===== config.mk =====
export PLATFORM = sky130hd
export DESIGN_NAME = crc16_frame_builder
export DESIGN_NICKNAME = d
export VERILOG_FILES = /design/src/rtl/cfb_pkg.sv /design/src/rtl/crc16_frame_builder.sv /design/src/rtl/cfb_front.sv /design/src/rtl/cfb_back.sv
export SDC_FILE = /design/constraint.sdc
export NUM_CORES = 1
export LEC_CHECK = 0
export BUFFER_PORTS_ARGS = -buffer_cell sky130_fd_sc_hd__buf_2
export CAP_MARGIN = 10
export CORE_ASPECT_RATIO = 1.25
export CORE_MARGIN = 2
export CORE_UTILIZATION = 53
export CTS_CLUSTER_DIAMETER = 200
export DETAILED_ROUTE_END_ITERATION = 16
export GPL_ROUTABILITY_DRIVEN = 0
export PLACE_DENSITY = 0.81
export SLEW_MARGIN = 40
export SYNTH_ARGS = -nofsm -noshare
export SYNTH_HDL_FRONTEND = slang
export SYNTH_SLANG_ARGS = --single-unit

===== constraint.sdc =====
create_clock -name clk -period 3.3 [get_ports clk]
set_input_delay 0.66 -clock clk [delete_from_list [all_inputs] [get_ports clk]]
set_output_delay 0.66 -clock clk [all_outputs]
set_load 0.01 [all_outputs]

===== src/rtl/cfb_pkg.sv =====
package cfb_pkg;

    localparam int FRAME_LEN   = 11;
    localparam int POS_W       = 4;
    localparam int QDEPTH      = 2;
    localparam int QPTR_W      = $clog2(QDEPTH);
    localparam int QCNT_W      = $clog2(QDEPTH + 1);

    localparam logic [7:0]  SYNC_MARK     = 8'hAA;
    localparam logic [15:0] LEN_FIELD     = 16'd8;
    localparam logic [15:0] CRC_START     = 16'hFFFF;
    localparam logic [15:0] CRC_POLY_REFL = 16'hA001;

    // frame offsets
    localparam logic [POS_W-1:0] POS_SYNC   = 4'd0;
    localparam logic [POS_W-1:0] POS_LEN_LO = 4'd1;
    localparam logic [POS_W-1:0] POS_LEN_HI = 4'd2;
    localparam logic [POS_W-1:0] POS_CMD    = 4'd3;
    localparam logic [POS_W-1:0] POS_STAT   = 4'd4;
    localparam logic [POS_W-1:0] POS_VAL0   = 4'd5;
    localparam logic [POS_W-1:0] POS_VAL1   = 4'd6;
    localparam logic [POS_W-1:0] POS_VAL2   = 4'd7;
    localparam logic [POS_W-1:0] POS_VAL3   = 4'd8;
    localparam logic [POS_W-1:0] POS_CRC_LO = 4'd9;
    localparam logic [POS_W-1:0] POS_CRC_HI = 4'd10;

    typedef struct packed {
        logic [7:0]  command;
        logic [7:0]  status_code;
        logic [31:0] payload_value;
    } in_item_t;

    typedef struct packed {
        logic [7:0]       frame_byte;
        logic [POS_W-1:0] byte_position;
        logic             last_byte;
    } out_item_t;

    // handshake between the request queue and the serialiser
    typedef struct packed {
        logic     valid;
        in_item_t item;
    } queue_head_t;

    // one byte through the reflected crc, bit at a time
    function automatic logic [15:0] crc_byte(input logic [15:0] crc_in, input logic [7:0] b);
        logic [15:0] c;
        c = crc_in ^ {8'h00, b};
        for (int k = 0; k < 8; k++)
        begin
            if (c[0])
                c = (c >> 1) ^ CRC_POLY_REFL;
            else
                c = c >> 1;
        end
        return c;
    endfunction

endpackage


===== src/rtl/crc16_frame_builder.sv =====
// channel  | dir | handshake            | payload
// request  | in  | push / full          | in_item_t  (command, status_code, payload_value)
// result   | out | empty / pop          | out_item_t (frame_byte, byte_position, last_byte)
//
// each request gives eleven result bytes, one per cycle while pop keeps the result slot draining
// the next request is loaded on the closing byte, so frames run back to back; crc runs alongside bytes 3 to 8
// a two-entry request queue parts intake from the serialiser; a registered result slot
// holds the current byte until it is popped, and the next byte is loaded as it drains
// reset clears queue pointers, busy flag, byte position and result valid; payload registers keep no reset
// a stalled pop holds the result slot and the serialiser; full rises when the queue is full
module crc16_frame_builder (
    input  logic               clk,
    input  logic               rst_n,
    input  logic               push,
    output logic               full,
    input  cfb_pkg::in_item_t  request,
    output logic               empty,
    input  logic               pop,
    output cfb_pkg::out_item_t result
);
    import cfb_pkg::*;

    queue_head_t head;
    logic        take;

    // front: request intake queue
    cfb_front u_front (
        .clk     (clk),
        .rst_n   (rst_n),
        .push    (push),
        .full    (full),
        .request (request),
        .head    (head),
        .take    (take)
    );

    // back: frame serialiser with running crc
    cfb_back u_back (
        .clk    (clk),
        .rst_n  (rst_n),
        .head   (head),
        .take   (take),
        .empty  (empty),
        .pop    (pop),
        .result (result)
    );

    // flag marks the crc high byte and nothing else
    a_last_flag: assert property (@(posedge clk) disable iff (!rst_n)
        !empty |-> (result.last_byte == (result.byte_position == POS_CRC_HI)))
        else $error("last_byte flag out of step with byte position");

    // sync byte opens every frame
    a_sync: assert property (@(posedge clk) disable iff (!rst_n)
        (!empty && result.byte_position == POS_SYNC) |-> (result.frame_byte == SYNC_MARK))
        else $error("frame does not start with sync");

    // bytes within a frame come in consecutive order
    a_order: assert property (@(posedge clk) disable iff (!rst_n)
        (pop && !empty && result.byte_position != POS_CRC_HI) |=>
        (empty || result.byte_position == $past(result.byte_position) + 1'b1))
        else $error("frame byte skipped or repeated");

    // after a frame closes the next byte is a sync byte
    a_restart: assert property (@(posedge clk) disable iff (!rst_n)
        (pop && !empty && result.byte_position == POS_CRC_HI) |=>
        (empty || result.byte_position == POS_SYNC))
        else $error("frame did not restart at offset zero");

endmodule


===== src/rtl/cfb_front.sv =====
module cfb_front (
    input  logic              clk,
    input  logic              rst_n,
    input  logic              push,
    output logic              full,
    input  cfb_pkg::in_item_t request,
    output cfb_pkg::queue_head_t head,
    input  logic              take
);
    import cfb_pkg::*;

    in_item_t            slot_reg [QDEPTH];
    logic [QPTR_W-1:0]   wr_ptr_reg, wr_ptr_next;
    logic [QPTR_W-1:0]   rd_ptr_reg, rd_ptr_next;
    logic [QCNT_W-1:0]   count_reg, count_next;
    logic                do_push, do_take;

    assign full    = (count_reg == QCNT_W'(QDEPTH));
    assign do_push = push && !full;
    assign do_take = take && (count_reg != '0);

    assign head.valid = (count_reg != '0);
    assign head.item  = slot_reg[rd_ptr_reg];

    always_comb
    begin
        wr_ptr_next = wr_ptr_reg;
        rd_ptr_next = rd_ptr_reg;
        count_next  = count_reg;
        if (do_push)
            wr_ptr_next = (wr_ptr_reg == QPTR_W'(QDEPTH - 1)) ? '0 : wr_ptr_reg + 1'b1;
        if (do_take)
            rd_ptr_next = (rd_ptr_reg == QPTR_W'(QDEPTH - 1)) ? '0 : rd_ptr_reg + 1'b1;
        if (do_push && !do_take)
            count_next = count_reg + 1'b1;
        else if (!do_push && do_take)
            count_next = count_reg - 1'b1;
    end

    always_ff @(posedge clk or negedge rst_n)
    begin
        if (!rst_n)
        begin
            wr_ptr_reg <= '0;
            rd_ptr_reg <= '0;
            count_reg  <= '0;
        end
        else
        begin
            wr_ptr_reg <= wr_ptr_next;
            rd_ptr_reg <= rd_ptr_next;
            count_reg  <= count_next;
        end
    end

    always_ff @(posedge clk)
    begin
        if (do_push)
            slot_reg[wr_ptr_reg] <= request;
    end

endmodule


===== src/rtl/cfb_back.sv =====
module cfb_back (
    input  logic                 clk,
    input  logic                 rst_n,
    input  cfb_pkg::queue_head_t head,
    output logic                 take,
    output logic                 empty,
    input  logic                 pop,
    output cfb_pkg::out_item_t   result
);
    import cfb_pkg::*;

    in_item_t          cur_reg, cur_next;
    logic              busy_reg, busy_next;
    logic [POS_W-1:0]  pos_reg, pos_next;
    logic [15:0]       crc_reg, crc_next;
    logic              out_valid_reg, out_valid_next;
    out_item_t         out_reg, out_next;
    logic              advance;
    logic [7:0]        byte_sel;

    assign empty  = !out_valid_reg;
    assign result = out_reg;

    // serialiser busy and output slot free or being drained this cycle
    assign advance = busy_reg && (!out_valid_reg || pop);

    always_comb
    begin
        case (pos_reg)
            POS_SYNC:   byte_sel = SYNC_MARK;
            POS_LEN_LO: byte_sel = LEN_FIELD[7:0];
            POS_LEN_HI: byte_sel = LEN_FIELD[15:8];
            POS_CMD:    byte_sel = cur_reg.command;
            POS_STAT:   byte_sel = cur_reg.status_code;
            POS_VAL0:   byte_sel = cur_reg.payload_value[7:0];
            POS_VAL1:   byte_sel = cur_reg.payload_value[15:8];
            POS_VAL2:   byte_sel = cur_reg.payload_value[23:16];
            POS_VAL3:   byte_sel = cur_reg.payload_value[31:24];
            POS_CRC_LO: byte_sel = crc_reg[7:0];
            POS_CRC_HI: byte_sel = crc_reg[15:8];
            default:    byte_sel = 8'h00;
        endcase
    end

    always_comb
    begin
        cur_next       = cur_reg;
        busy_next      = busy_reg;
        pos_next       = pos_reg;
        crc_next       = crc_reg;
        out_next       = out_reg;
        out_valid_next = out_valid_reg;
        take           = 1'b0;

        if (pop && out_valid_reg)
            out_valid_next = 1'b0;

        if (advance)
        begin
            out_next.frame_byte    = byte_sel;
            out_next.byte_position = pos_reg;
            out_next.last_byte     = (pos_reg == POS_CRC_HI);
            out_valid_next         = 1'b1;
            if (pos_reg inside {[POS_CMD:POS_VAL3]})
                crc_next = crc_byte(crc_reg, byte_sel);
            pos_next = pos_reg + 1'b1;
        end

        // load the next request when idle or on the closing byte
        if (!busy_reg || (advance && pos_reg == POS_CRC_HI))
        begin
            take      = head.valid;
            busy_next = head.valid;
            cur_next  = head.item;
            pos_next  = POS_SYNC;
            crc_next  = CRC_START;
        end
    end

    always_ff @(posedge clk or negedge rst_n)
    begin
        if (!rst_n)
        begin
            busy_reg      <= 1'b0;
            out_valid_reg <= 1'b0;
            pos_reg       <= POS_SYNC;
        end
        else
        begin
            busy_reg      <= busy_next;
            out_valid_reg <= out_valid_next;
            pos_reg       <= pos_next;
        end
    end

    always_ff @(posedge clk)
    begin
        cur_reg <= cur_next;
        crc_reg <= crc_next;
        out_reg <= out_next;
    end

endmodule

==> flow_metrics.env, run 1 <==
export IMPL_status="finished, final reports clean"
export IMPL_routed_via_density=5.70
export IMPL_grt_usage_pct=19.3
export IMPL_path_delay_family="XOR/XNOR gates"
export IMPL_wl_um=13500
export IMPL_hpwl_um=8780
export IMPL_wl_per_cell_um=19.1
export IMPL_worst_path_most_repeated_cell="xor2_2"
export IMPL_synth_seq_area_share_pct=71.9
export IMPL_setup_tns_ps=0
export IMPL_stdcell_count=705
export IMPL_core_sq_um=13700
export IMPL_layout_commonest_cell="edfxtp_1"
export IMPL_largest_register_ff_count=96
export IMPL_start_kind="flip-flop"
export IMPL_avgSynthCellArea_sq_um=16.5
export IMPL_yosysTopAreaCellShare_pct=64.1
export IMPL_arrival_ps=3400
export IMPL_post_route_min_period_ps=3120
export IMPL_htreeDepth=4
export IMPL_clockBufferDepth=2
export IMPL_hold_viol=0
export IMPL_relSlewSlack_pct=50.7
export IMPL_antenna_found_initial=0
export IMPL_cap_viol_max_count=0
export IMPL_worst_path_max_delay_cell="a2111oi_0"
export IMPL_die_h_um=136
export IMPL_fp_row_count=48
export IMPL_grt_pass1_vias=4086
export IMPL_area_delta_synth_final_pct=15.7
export IMPL_synth_flop_cell="edfxtp_1"
export IMPL_fin_crit_sh_pct=94.4
export IMPL_fin_nets=574
export IMPL_dr_pass1_iters=4
export IMPL_grt_ovfl_total=0
export IMPL_layout_common_cells="edfxtp_1, buf_2, mux2_2, nand2_1, clkbuf_16"
export IMPL_vdd_drop_max_v=0.000576
export IMPL_ctsRootBufferMaster="clkbuf_16"
export IMPL_cp_slowest_stage_delay_ps=520
export IMPL_drt_iter0_markers=316
export IMPL_setup_viol=0
export IMPL_design_area_sq_um=8500
export IMPL_drc=0
export IMPL_start_util_pct=53.7
export IMPL_dpl_worst_slack_ps=171
export IMPL_critical_path_required_ps=3580
export IMPL_drv_slew=0
export IMPL_worst_pin_slew_ps=738
export IMPL_cts_hold_buf=0
export IMPL_synth_area_leaders="edfxtp_1, mux2_2, dfxtp_1"
export IMPL_synth_cells=445
export IMPL_grt_max_degree=55
export IMPL_synth_top_area_cell="edfxtp_1"
export IMPL_cts_sinks=183
export IMPL_diodes=0
export IMPL_io_buffers=66
export IMPL_synth_edff_count=157
export IMPL_critPathKind="reg -> reg"
export IMPL_dp_cells=673
export IMPL_path_max_fanout=17
export IMPL_rsz0062_at_grt="no"
export IMPL_grt_first_pass_wirelength_um=21100
export IMPL_synth_seq_cells=183
export IMPL_drive_above_1_share_pct=31.7
export IMPL_ys_warnings_count=0
export IMPL_post_cts_buffers=0
export IMPL_worst_slack_ps=185
export IMPL_fin_hold_ws_ps=95.7
export IMPL_vias=4015
export IMPL_cts_tree="built"
export IMPL_crit_chain="inv_1, ha_2, a2111oi_0, a211oi_1, a211o_1, xor2_2, xor2_2, xnor3_2, xor3_1, o21ai_1"
export IMPL_synthArstFlopShare_pct=5.46
export IMPL_holdCritPathClass="in -> async"
export IMPL_pin_count=67
export IMPL_synth_distinct_cells=64
export IMPL_path_clk_slew_ps=60
export IMPL_power_density_nw_per_um2=1070
export IMPL_ant_nets=0
export IMPL_insertion_delay_ps=410
export IMPL_path_buf_inv=1
export IMPL_finClkSkew_ps=9.68
export IMPL_cts_buffers=17
export IMPL_crit_path_end_kind="flip-flop"
export IMPL_syn_num_nets=502
export IMPL_synth_area_sq_um=7350
export IMPL_fmax_mhz=321
export IMPL_placedInstanceArea_sq_um=7870
export IMPL_p_leak_nw=3.15
export IMPL_die_w_um=109
export IMPL_fp_dieArea_sq_um=14800
## repair_timing
item                                   4_1_cts  5_1_grt
endpoints found under the hold margin        0        0
gates resized for setup                      0        4
setup endpoints to repair                    0        2
## per-stage QoR
step,total power [mW],util (%)
final,9.13,62.1
after global routing,9.57,62.1
after CTS,9.12,61.9
after detailed placement,7.01,57.5
after global placement,6.80,57.5
after floorplan,6.23,-
## cell usage after synthesis, drive strengths merged, types with 9 or more instances
library cell / instances
xnor2: 11
mux2: 49
inv: 11
buf: 17
edfxtp: 157
a22oi: 9
nand2: 30
dfrtp: 10
nor2: 10
xor2: 13
dfxtp: 16
## metal layers
layer  track usage, %  wire [um]  vias to the layer above
met5                0          0                        -
met3             4.18        694                       39
met4             11.0        522                        0
met1             23.8       5300                     1982
li1                 -          -                     1850
met2             31.4       6970                      144
## report_power, final
part	total, mW	internal (mW)	switching [mW]	leakage (nW)
logic	3.36	1.63	1.72	1.15
registers	3.69	3.26	0.433	1.70
clock network	2.09	1.30	0.792	0.294
## path summary, 6_finish.rpt
kind,slack (ps),end,cells past startpoint,startpoint
max,180,u_back.crc_reg[0]$_SDFFE_PN1P_,10,u_back.pos_reg[0]$_DFFE_PN0P_
min,100,u_front.rd_ptr_reg$_DFFE_PN0P_,1,rst_n
max reg2reg,180,u_back.crc_reg[0]$_SDFFE_PN1P_,10,u_back.pos_reg[0]$_DFFE_PN0P_
min reg2reg,530,u_back.crc_reg[13]$_SDFFE_PN1P_,2,u_back.crc_reg[13]$_SDFFE_PN1P_
max in group asynchronous,2990,u_front.rd_ptr_reg$_DFFE_PN0P_,1,rst_n
min in group clk,430,u_front.slot_reg[1][28]$_DFFE_PP_,1,request[28]
## logic make-up after synthesis
| family | share of synthesized area [%] |
|---|---|
| and+or+nand+nor | 4.77 |
| DFF | 71.9 |
| muxes | 8.51 |
| buffers and inverters | 2.50 |
| AOI/OAI and AO/OA | 7.35 |
| adders and majority gates | 0.851 |
| xor gates and xnor gates | 4.12 |
## cell type report
cell class                 count  area, sq um
inverter                      12         46.3
sequential                   183         5290
multi-input combinational    227         1920
clock inverter                 7          146
tap                          175          219
clock buffer                  25          465
fill                         971         5190
timing repair buffer          76          418
No activity file was read; power rests on OpenSTA's default activity.
==> run 2: changes to the inputs <==
--- a/config.mk
+++ b/config.mk
@@ -9,11 +9,11 @@
 export CAP_MARGIN = 10
 export CORE_ASPECT_RATIO = 1.25
 export CORE_MARGIN = 2
-export CORE_UTILIZATION = 53
+export CORE_UTILIZATION = 52
 export CTS_CLUSTER_DIAMETER = 200
 export DETAILED_ROUTE_END_ITERATION = 16
 export GPL_ROUTABILITY_DRIVEN = 0
-export PLACE_DENSITY = 0.81
+export PLACE_DENSITY = 0.8
 export SLEW_MARGIN = 40
 export SYNTH_ARGS = -nofsm -noshare
 export SYNTH_HDL_FRONTEND = slang
==> run 2 against run 1 <==
Register-to-register slack barely moved. Clock skew rose by 5.3 ps. Power fell by 1.1%. Global-route usage fell by 0.59 points. Final area fell by 0.15%. Non-clock buffer count rose by 4. Critical path depth did not move. Clock-buffer cell count fell by 8. Final cell count rose by 0.43%. Sequential share of layout area rose by 0.11 points. Wire length fell by 1.7%. Core utilization fell by 0.63 points.
==> flow_metrics.env, run 2 (same netlist as run 1, synthesis figures left out) <==
export IMPL_status="finished, final reports clean"
export IMPL_fp_dieArea_sq_um=15100
export IMPL_cts_sinks=183
export IMPL_worst_pin_slew_ps=748
export IMPL_path_clk_slew_ps=70
export IMPL_post_route_min_period_ps=3100
export IMPL_multi_input_area_sq_um=1920
export IMPL_routed_via_density=5.65
export IMPL_insertion_delay_ps=430
export IMPL_cap_viol_max_count=0
export IMPL_grt_first_pass_wirelength_um=20600
export IMPL_start_kind="flip-flop"
export IMPL_layout_common_cells="edfxtp_1, buf_2, mux2_2, nand2_1, clkbuf_16"
export IMPL_diodes=0
export IMPL_grt_ovfl_total=0
export IMPL_clockBufferDepth=2
export IMPL_largest_register_ff_count=96
export IMPL_power_density_nw_per_um2=1060
export IMPL_p_leak_nw=3.17
export IMPL_relSlewSlack_pct=50.0
export IMPL_vdd_drop_max_v=0.000524
export IMPL_dp_cells=677
export IMPL_setup_tns_ps=0
export IMPL_core_sq_um=13800
export IMPL_path_max_fanout=11
export IMPL_fillers=1001
export IMPL_finClkSkew_ps=15.0
export IMPL_crit_path_end_kind="flip-flop"
export IMPL_ant_nets=0
export IMPL_hpwl_um=8980
export IMPL_wl_um=13300
export IMPL_htreeDepth=4
export IMPL_r2r_slack_ps=200
export IMPL_drive_above_1_share_pct=33.6
export IMPL_fp_row_count=48
export IMPL_wl_per_cell_um=18.7
export IMPL_drc=0
export IMPL_die_w_um=110
export IMPL_drv_slew=0
export IMPL_die_h_um=137
export IMPL_arrival_ps=3460
export IMPL_cts_buffers=17
export IMPL_pin_count=67
export IMPL_fin_nets=578
export IMPL_rsz0062_at_grt="no"
export IMPL_holdCritPathClass="in -> async"
export IMPL_fmax_mhz=322
export IMPL_cts_hold_buf=0
export IMPL_setup_viol=0
export IMPL_dr_pass1_iters=4
export IMPL_critical_path_required_ps=3660
export IMPL_ctsRootBufferMaster="clkbuf_16"
export IMPL_grt_usage_pct=18.7
export IMPL_hold_viol=0
export IMPL_fin_crit_sh_pct=94.0
export IMPL_cts_tree="built"
export IMPL_seqCellArea_sq_um=5290
export IMPL_layout_commonest_cell="edfxtp_1"
export IMPL_area_delta_synth_final_pct=15.5
export IMPL_antenna_found_initial=0
export IMPL_start_util_pct=53.2
export IMPL_stdcell_count=708
export IMPL_vias=4000
export IMPL_drt_iter0_markers=227
export IMPL_io_buffers=66
export IMPL_grt_pass1_vias=3965
export IMPL_critPathKind="reg -> reg"
export IMPL_grt_max_degree=55
==> run 2: worst max-delay path, cell delays in order, from the launching register on <==
cell and delay, ps:
dfrtp_1 480, inv_1 120, ha_2 290, buf_4 190, a221o_1 350, a22oi_4 250
mux2i_1 270, xor2_1 250, xnor3_2 500, xor3_1 190, o21ai_1 140
==> run 2: path summary, 6_finish.rpt <==
| path | endpoint | startpoint | cells past startpoint |
|---|---|---|---|
| max in group asynchronous | u_front.rd_ptr_reg$_DFFE_PN0P_ | rst_n | 1 |
| max reg2reg | u_back.crc_reg[0]$_SDFFE_PN1P_ | u_back.pos_reg[0]$_DFFE_PN0P_ | 10 |
| min reg2reg | u_back.out_valid_reg$_DFFE_PN0P_ | u_back.busy_reg$_DFFE_PN0N_ | 1 |
| min in group clk | u_front.slot_reg[1][8]$_DFFE_PP_ | request[8] | 1 |
| max | u_back.crc_reg[0]$_SDFFE_PN1P_ | u_back.pos_reg[0]$_DFFE_PN0P_ | 10 |
| min | u_back.pos_reg[3]$_DFFE_PN0P_ | rst_n | 1 |
==> run 2: area by class of cell <==
type                    count  share of cell area [%]
multi-input cells         227                    22.6
repair buffers             80                    5.13
flip-flops and latches    183                    62.3
well taps                 175                    2.58
clock buffers              17                    5.01
inverters                  12                   0.545
clock inverters            14                    1.86
==> run 2: power by group <==
group	internal, mW	switching (mW)	leakage, nW
logic	1.64	1.72	1.17
registers	3.26	0.426	1.70
clock network	1.18	0.806	0.296
total	6.08	2.95	3.17
==> run 2: per-layer routing <==
layer / global-route usage [%] / part of all wire [%] / vias up / routed length [um]
li1: - / - / 1852 / -
met2: 30.9 / 52 / 159 / 6890
met4: 9.03 / 3.1 / 0 / 409
met5: 0 / 0 / - / 0
met1: 23.1 / 39 / 1960 / 5240
met3: 4.57 / 5.5 / 29 / 727
==> run 2: what timing repair did <==
action                                 CTS  global route
endpoints found under the hold margin    0             0
gates resized for setup                  0             6
setup endpoints to repair                0             3
setup buffers                            0             0
==> run 2: per-stage QoR <==
step           worst slack (ps)  utilization [%]  hold WS [ps]  instance area, sq um  total power, mW
2_1_floorplan              82.3                -           364                  7350             6.23
3_3_place_gp                331             57.1           497                  7890             6.82
3_5_place_dp                150             57.1           501                  7890             7.00
4_1_cts                    92.0             61.3          78.5                  8470             9.00
5_1_grt                    12.3             61.5          88.5                  8490             9.49
6_report                    197             61.5          80.9                  8490             9.03
==> run 3: changes to the inputs <==
--- a/config.mk
+++ b/config.mk
@@ -5,15 +5,15 @@
 export SDC_FILE = /design/constraint.sdc
 export NUM_CORES = 1
 export LEC_CHECK = 0
-export BUFFER_PORTS_ARGS = -buffer_cell sky130_fd_sc_hd__buf_2
 export CAP_MARGIN = 10
 export CORE_ASPECT_RATIO = 1.25
 export CORE_MARGIN = 2
 export CORE_UTILIZATION = 52
 export CTS_CLUSTER_DIAMETER = 200
 export DETAILED_ROUTE_END_ITERATION = 16
+export DONT_BUFFER_PORTS = 1
 export GPL_ROUTABILITY_DRIVEN = 0
-export PLACE_DENSITY = 0.8
+export PLACE_DENSITY = 0.76
 export SLEW_MARGIN = 40
 export SYNTH_ARGS = -nofsm -noshare
 export SYNTH_HDL_FRONTEND = slang
==> run 3 against run 2 <==
Clock skew decreased by 1.6 ps. Final area decreased by 3.2%. First-iteration DRC count increased by 34%. Wire length decreased by 3.2%. Register-to-register slack about the same. Clock-buffer cell count increased by 1. Clock power increased by 11%. Non-clock buffer count decreased by 67. Global-route usage decreased by 0.74 points. Largest cell class unchanged. Highest routed layer unchanged.
==> flow_metrics.env, run 3 (same netlist as run 1, synthesis figures left out) <==
export IMPL_setup_viol=0
export IMPL_diodes=0
export IMPL_grt_pass1_vias=3791
export IMPL_status="finished, final reports clean"
export IMPL_path_buf_inv=1
export IMPL_cap_viol_max_count=0
export IMPL_path_clk_slew_ps=70
export IMPL_antenna_found_initial=0
export IMPL_clkPwrFrac_pct=24.1
export IMPL_cp_slowest_stage_delay_ps=510
export IMPL_holdCritPathClass="in -> reg"
export IMPL_htreeDepth=4
export IMPL_pin_count=67
export IMPL_crit_path_end_kind="flip-flop"
export IMPL_drv_slew=0
export IMPL_whs_path_depth=0
export IMPL_setup_tns_ps=0
export IMPL_regToRegStartpoint="u_back.pos_reg[1]$_DFFE_PN0P_"
export IMPL_relSlewSlack_pct=47.0
export IMPL_fp_row_count=48
export IMPL_worst_path_max_delay_cell="xnor3_2"
export IMPL_hpwl_um=8200
export IMPL_critical_path_required_ps=3600
export IMPL_insertion_delay_ps=420
export IMPL_sw_frac_of_total_pct=32.1
export IMPL_grt_ovfl_total=0
export IMPL_dr_pass1_iters=5
export IMPL_r2r_slack_ps=200
export IMPL_drc=0
export IMPL_drt_iter0_markers=305
export IMPL_largest_register_ff_count=96
export IMPL_io_buffers=0
export IMPL_hold_viol=0
export IMPL_netSwitchingPower_mw=2.93
export IMPL_die_w_um=110
export IMPL_grt_first_pass_wirelength_um=20000
export IMPL_reg2reg_to="u_back.crc_reg[0]$_SDFFE_PN1P_"
export IMPL_p_seq_share_pct=40.8
export IMPL_fillers=987
export IMPL_layout_commonest_cell="edfxtp_1"
export IMPL_clockBufferDepth=2
export IMPL_p_int_mw=6.19
export IMPL_cts_buffers=17
export IMPL_fin_crit_sh_pct=93.9
export IMPL_grt_usage_pct=18.0
export IMPL_fin_nets=511
export IMPL_stdcell_count=641
export IMPL_hold_path_endpoint="u_front.slot_reg[0][26]$_DFFE_PP_"
export IMPL_rsz0062_at_grt="no"
export IMPL_vias=3734
export IMPL_grt_max_degree=55
export IMPL_arrival_ps=3400
export IMPL_start_util_pct=53.2
export IMPL_worst_pin_slew_ps=793
export IMPL_layout_common_cells="edfxtp_1, mux2_2, nand2_1, clkbuf_16, dfxtp_1"
export IMPL_post_route_min_period_ps=3100
export IMPL_power_combinational_fraction_pct=35.1
export IMPL_cts_sinks=183
export IMPL_crit_chain="inv_1, ha_2, and3_1, a221o_1, a22oi_4, mux2i_1, xor2_1, xnor3_2, xor3_1, o21ai_1"
export IMPL_hold_start="request[26]"
export IMPL_wl_per_cell_um=20.0
export IMPL_path_max_fanout=18
export IMPL_critPathKind="reg -> reg"
export IMPL_wl_um=12800
export IMPL_path_delay_family="XOR/XNOR gates"
export IMPL_start_kind="flip-flop"
export IMPL_routed_via_density=5.83
export IMPL_r2r_cells=10
export IMPL_drive_above_1_share_pct=23.2
export IMPL_ctsRootBufferMaster="clkbuf_16"
export IMPL_ant_nets=0
export IMPL_die_h_um=137
export IMPL_finClkSkew_ps=13.4
export IMPL_cts_tree="built"
export IMPL_power_density_nw_per_um2=1110
export IMPL_vdd_drop_max_v=0.000865
export IMPL_area_delta_synth_final_pct=11.8
export IMPL_fmax_mhz=323
export IMPL_core_sq_um=13800
export IMPL_p_leak_nw=2.92
export IMPL_fp_dieArea_sq_um=15100
export IMPL_dp_cells=609
run 3: cell count changes in the layout (fill, tap and decap cells not counted), sizes merged:
cell / before / now
buf: 80 / 12
bufinv: 3 / 5
clkbuf: 17 / 18
clkinv: 10 / 4
dlygate4sd3: 0 / 1
inv: 13 / 16
run 3: worst reg2reg max path, delay by kind of cell, from the launching register on:
kind | cells | cell delay [ps]
XOR/XNOR | 3 | 1000
AO/OA/AOI/OAI | 3 | 600
flip-flops | 1 | 450
adder cells (fa/ha/maj) | 1 | 320
multiplexers | 1 | 290
AND/OR/NAND/NOR | 1 | 220
buffers and inverters | 1 | 120
run 3: area by class of cell:
| class | instances | area (sq um) | area share, % |
|---|---|---|---|
| clock buffers | 18 | 429 | 5.22 |
| clock inverters | 13 | 218 | 2.65 |
| inverters | 12 | 46.3 | 0.563 |
| multi-input cells | 227 | 1910 | 23.2 |
| flip-flops and latches | 183 | 5290 | 64.3 |
| well taps | 175 | 219 | 2.66 |
| repair buffers | 13 | 113 | 1.37 |
run 3: stage by stage:
step	total power [mW]	util [%]	cell area (sq um)	hold WS [ps]	setup slack, ps
6_report	9.12	59.5	8220	325	201
5_1_grt	9.56	59.5	8220	308	54.1
4_1_cts	9.14	59.4	8210	312	26.1
3_5_place_dp	6.93	54.7	7550	365	60.9
3_3_place_gp	6.75	54.7	7550	365	310
2_1_floorplan	6.23	-	7350	364	82.3
run 3: worst max-delay path by stage:
stage / from / to / slack (ps) / cells after the start
CTS: u_back.pos_reg[1]$_DFFE_PN0P_ / u_back.crc_reg[0]$_SDFFE_PN1P_ / 30 / 10
floorplan: push / u_front.slot_reg[0][0]$_DFFE_PP_ / 80 / 2
global route: u_back.pos_reg[1]$_DFFE_PN0P_ / u_back.crc_reg[15]$_SDFFE_PN1P_ / 50 / 10
detailed placement: u_back.pos_reg[0]$_DFFE_PN0P_ / u_back.crc_reg[0]$_SDFFE_PN1P_ / 60 / 10
global placement: u_back.pos_reg[0]$_DFFE_PN0P_ / u_back.crc_reg[0]$_SDFFE_PN1P_ / 310 / 10
finish: u_back.pos_reg[1]$_DFFE_PN0P_ / u_back.crc_reg[0]$_SDFFE_PN1P_ / 200 / 10
run 3: routing by layer:
layer	vias up	global-route usage, %	wire length, um
li1	1713	-	-
met1	1873	22.6	5130
met2	129	29.5	6750
met3	19	5.71	738
met4	0	6.25	223
met5	-	0	0
run 3: power by group through the flow:
| stage | clock, mW | combinational (mW) | sequential, mW |
|---|---|---|---|
| after floorplan | 0 | 2.72 | 3.52 |
| after global placement | 0 | 3.02 | 3.74 |
| after detailed placement | 0 | 3.16 | 3.77 |
| after CTS | 2.23 | 3.18 | 3.73 |
| after global routing | 2.31 | 3.47 | 3.78 |
| final | 2.20 | 3.20 | 3.72 |
run 3: timing repair:
| item | CTS | global route |
|---|---|---|
| gates resized for setup | 0 | 4 |
| hold buffers | 1 | 0 |
| hold endpoints to repair | 10 | 0 |
| setup endpoints to repair | 0 | 4 |
| setup buffers | 0 | 0 |
